## config.mk

```make
export PLATFORM = sky130hd
export DESIGN_NAME = cfia_div_step
export DESIGN_NICKNAME = d
export VERILOG_FILES = /design/src/hw/rtl/cfia_pkg.sv /design/src/hw/rtl/cfia_div_step.sv
export SDC_FILE = /design/constraint.sdc
export NUM_CORES = 1
export LEC_CHECK = 0
export ABC_AREA = 1
export BUFFER_PORTS_ARGS = -buffer_cell sky130_fd_sc_hd__buf_4
export CORE_UTILIZATION = 52
export DETAILED_ROUTE_END_ITERATION = 8
export GPL_TIMING_DRIVEN = 0
export PLACE_DENSITY = 0.95
export SYNTH_ARGS = -nofsm -noshare
export SYNTH_HDL_FRONTEND = slang
export SYNTH_SLANG_ARGS = --single-unit
export TNS_END_PERCENT = 20
```

## constraint.sdc

```tcl
create_clock -name vclk -period 2.51
set_input_delay 0 -clock vclk [all_inputs]
set_output_delay 0 -clock vclk [all_outputs]
set_load 0.005 [all_outputs]
```

## src/hw/rtl/cfia_pkg.sv

```systemverilog
// Package: item types, opcodes and defaults for the constant-fold integer ALU.
package cfia_pkg;

  localparam int DataWidthDefault = 64;

  typedef enum logic [4:0] {
    OP_ADD  = 5'd0,
    OP_SUB  = 5'd1,
    OP_MUL  = 5'd2,
    OP_XOR  = 5'd3,
    OP_AND  = 5'd4,
    OP_OR   = 5'd5,
    OP_DIV  = 5'd6,
    OP_MOD  = 5'd7,
    OP_LAND = 5'd8,
    OP_LOR  = 5'd9,
    OP_TERN = 5'd10,
    OP_NEG  = 5'd11,
    OP_NOT  = 5'd12,
    OP_SHL  = 5'd13,
    OP_SAR  = 5'd14,
    OP_SHR  = 5'd15,
    OP_EQ   = 5'd16,
    OP_LT   = 5'd17,
    OP_GT   = 5'd18,
    OP_ULT  = 5'd19,
    OP_UGT  = 5'd20
  } op_t;

  typedef struct packed {
    logic [4:0]         operation;
    logic signed [63:0] operand_a;
    logic signed [63:0] operand_b;
    logic signed [63:0] operand_c;
  } in_item_t;

  typedef struct packed {
    logic signed [63:0] result;
    logic               divide_by_zero;
  } out_item_t;

endpackage

```

## src/hw/rtl/cfia_div_step.sv

```systemverilog
// One restoring-division step: one quotient bit.
module cfia_div_step #(
  parameter int DATA_WIDTH = cfia_pkg::DataWidthDefault
) (
  input  logic [DATA_WIDTH-1:0] rem_i,
  input  logic [DATA_WIDTH-1:0] qd_i,
  input  logic [DATA_WIDTH-1:0] dvs_i,
  output logic [DATA_WIDTH-1:0] rem_o,
  output logic [DATA_WIDTH-1:0] qd_o
);
  import cfia_pkg::*;

  localparam int W = DATA_WIDTH;

  logic [W:0] trial;
  logic [W:0] diff;
  logic       ge;

  assign trial = {rem_i, qd_i[W-1]};
  assign diff  = trial - {1'b0, dvs_i};
  assign ge    = ~diff[W];
  assign rem_o = ge ? diff[W-1:0] : trial[W-1:0];
  assign qd_o  = {qd_i[W-2:0], ge};

endmodule

```

==> flow_summary.rst <==
.. list-table::
   :header-rows: 1

   * - Metric
     - Value
   * - Outcome
     - finished, final reports clean
   * - Finish-stage setup viols
     - 0
   * - Die width
     - 124 µm
   * - Achievable clock frequency
     - 0.414 GHz
   * - Crit path depth
     - 21
   * - Critical path's top delay family
     - simple AND/OR/NAND/NOR gates
   * - Via Count
     - 10.5k
   * - Post-synthesis sequential area ratio
     - 0
   * - Post-Synthesis Mean Instance Area
     - 4.62 µm²
   * - Crit-path cells
     - buf_4 > inv_1 > ha_1 > fa_2 > inv_1 > nand2_1 > nand2_1 > nand3_1 > nand2_2 > nand2_1 > nand2_2 > nand2_1 > nand2_2 > nand2_2 > nand2_2 > nand2_2 > nand2_8 > buf_2 > nand2_1 > nand2_1 > buf_4
   * - Placement Cell Area
     - 9860 µm²
   * - Netlist cell types
     - 30
   * - Hold/Removal Path Class
     - primary input to primary output
   * - Cell type with the highest aggregate area in the netlist
     - nand2_1
   * - Initial DRT Pass Iterations
     - 5
   * - Leading cell types by total area after synthesis
     - nand2_1 38%, inv_1 19%, ha_1 10%
   * - Final setup TNS
     - 0 ns
   * - Crit path capture
     - rem_o[17]
   * - FF+latch area
     - 0 µm²
   * - Area growth, synth to finish
     - 29.2%
   * - Global router's overall resource usage
     - 0.318
   * - Total global routing overflow
     - 0
   * - Worst-path cell with the longest stage delay
     - fa_2
   * - Slew HR
     - 0.697
   * - Launch instance of the worst min-delay path
     - qd_i[45]
   * - DRC Markers
     - 0
   * - Highest cell delay on the worst timing path
     - 0.40 ns
   * - Highest net fanout along the worst path
     - 10
   * - Top cell type's share of synthesized area
     - 0.384
   * - Required time at the endpoint of the critical path
     - 2.51 ns
   * - Clock buffer instance count of the final layout
     - 0
   * - Number of DRC violations after detailed-routing iteration 0
     - 978
   * - Detail Route Antenna Nets
     - 0
   * - Seq cells
     - 0
   * - Initial core utilization
     - 0.532
   * - Min cycle time layout
     - 2.42 ns
   * - Max-cap violation count
     - 0
   * - Critical path class
     - primary input to primary output
   * - Largest vdd supply drop
     - 0.000129 V
   * - CP startpoint kind
     - primary input
   * - Transition at the pin with the smallest max-transition slack
     - 0.450 ns
   * - Arr. time, crit path
     - 2.42 ns
   * - Synthesized netlist net count
     - 1925
   * - Core Area
     - 14500 µm²
   * - Total count of max-transition violations in the final report
     - 0
   * - Wire length of the first global-routing pass
     - 39.2 mm
   * - Gpl congestion
     - 1.11
   * - Number of buffer cells added on primary ports
     - 257
   * - Top-level I/O count
     - 320
   * - Routed wire per std cell
     - 12.1 µm
   * - Static Leak
     - 6.96 nW
   * - Die outline area
     - 15300 µm²
   * - Post-synthesis instance area
     - 7700 µm²
   * - Element type at the critical path end
     - primary output
   * - Worst hold-check slack
     - 0.165 ns
   * - Source of the critical timing path
     - qd_i[63]
   * - Number of nets in the final layout
     - 2191
   * - Largest net degree at the start of global routing
     - 11
   * - Number of antenna violations at the first check in global routing
     - 0
   * - Power density normalized to cell area
     - 252 nW/µm²
   * - Post-route fraction of the period consumed by the critical path
     - 0.963
   * - Share of final-layout standard cells stronger than drive strength 1
     - 0.201
   * - Cell row count
     - 44
   * - Tot Pwr
     - 2.51 mW
   * - Number of standard cells after synthesis
     - 1668
   * - Crit path buffers/inverters
     - 5
   * - Number of warnings printed during yosys synthesis
     - 0
   * - Diode insertion count for antenna repair
     - 0
   * - Avg Vias per Cell
     - 4.97
   * - Vias in the first global route
     - 8958
   * - Fin. Hold Viols
     - 0
   * - HPWL after detailed placement
     - 22.8 mm
   * - Finished layout cell area
     - 9950 µm²
   * - Final wirelength
     - 25.6 mm
   * - Vert. Die Dim
     - 124 µm
## layout make-up
class / instances / area (µm²)
Fill cell: 1396 / 4530
Multi-Input combinational cell: 1198 / 5640
Tap cell: 184 / 230
Inverter: 393 / 1480
Timing Repair Buffer: 264 / 1980
Buffer: 77 / 629
## layer usage
metal / global-route usage / part of all wire / up-vias
met5: 0 / 0 / -
met4: 0.177 / 0.061 / 0
met3: 0.0183 / 0.092 / 105
met2: 0.566 / 0.46 / 587
met1: 0.378 / 0.38 / 4482
li1: - / - / 5351
## what timing repair did
item,CTS,global route
hold buffers,0,0
setup endpoints to repair,3,64
setup buffers,0,7
pin swaps,0,2
gates resized for setup,2,8
## cell families (layout without fill, tap and decap cells)
logic type	after synthesis	after routing	synth area share
compound gates	65	65	0.0448
xor+xnor	31	31	0.0352
fa+ha+maj	65	65	0.107
buf+inv	470	734	0.272
simple gates	1037	1037	0.542
## cell usage after synthesis
library cell	instances
fa_1	1
and3_1	2
xnor2_1	1
o21bai_1	8
buf_2	6
inv_1	388
buf_6	1
nand3b_1	1
ha_1	64
or2_1	1
xor2_1	30
buf_8	2
inv_2	4
nor2_1	103
nor3_1	12
buf_4	65
nand3_1	70
a21oi_1	53
nand2_2	29
nor2_4	1
clkinv_1	1
buf_12	3
nor2_2	7
nand4_1	17
or2_2	1
nor4_1	3
nor4_2	1
nand2_4	1
o21ai_0	4
nand2_1	788
## cells in the final DEF, fill, tap and decap left out, types with 8 or more instances in the layout
master / Yosys / routed
a21oi_1: 53 / 52
buf_4: 65 / 332
ha_1: 64 / 64
inv_1: 388 / 388
nand2_1: 788 / 788
nand2_2: 29 / 28
nand3_1: 70 / 69
nand4_1: 17 / 17
nor2_1: 103 / 103
nor3_1: 12 / 12
o21bai_1: 8 / 8
xor2_1: 30 / 30
## worst min path at each step
stage	to	slack, ns	depth (start not counted)
after floorplan	qd_o[10]	0.08	1
after global placement	qd_o[62]	0.16	2
after detailed placement	qd_o[29]	0.17	2
after CTS	qd_o[29]	0.17	2
after global routing	qd_o[60]	0.17	2
final	qd_o[46]	0.16	2
## per-stage QoR
stage          worst slack, ns  utilization  std cells
4_1_cts                0.00122        0.682       2109
3_5_place_dp          -0.00851        0.681       2109
6_report                0.0917        0.687       2116
5_1_grt                -0.0374        0.687       2116
2_1_floorplan            0.646            -       1668
3_3_place_gp            0.0508        0.681       2109
## report_power, final
| part | switching, mW | internal [mW] | leakage, nW | total (mW) |
|---|---|---|---|---|
| registers | 0 | 0 | 0 | 0 |
| clock network | 0 | 0 | 0 | 0 |
| logic | 1.40 | 1.11 | 6.96 | 2.51 |
Power figures use the tool's default switching activity.
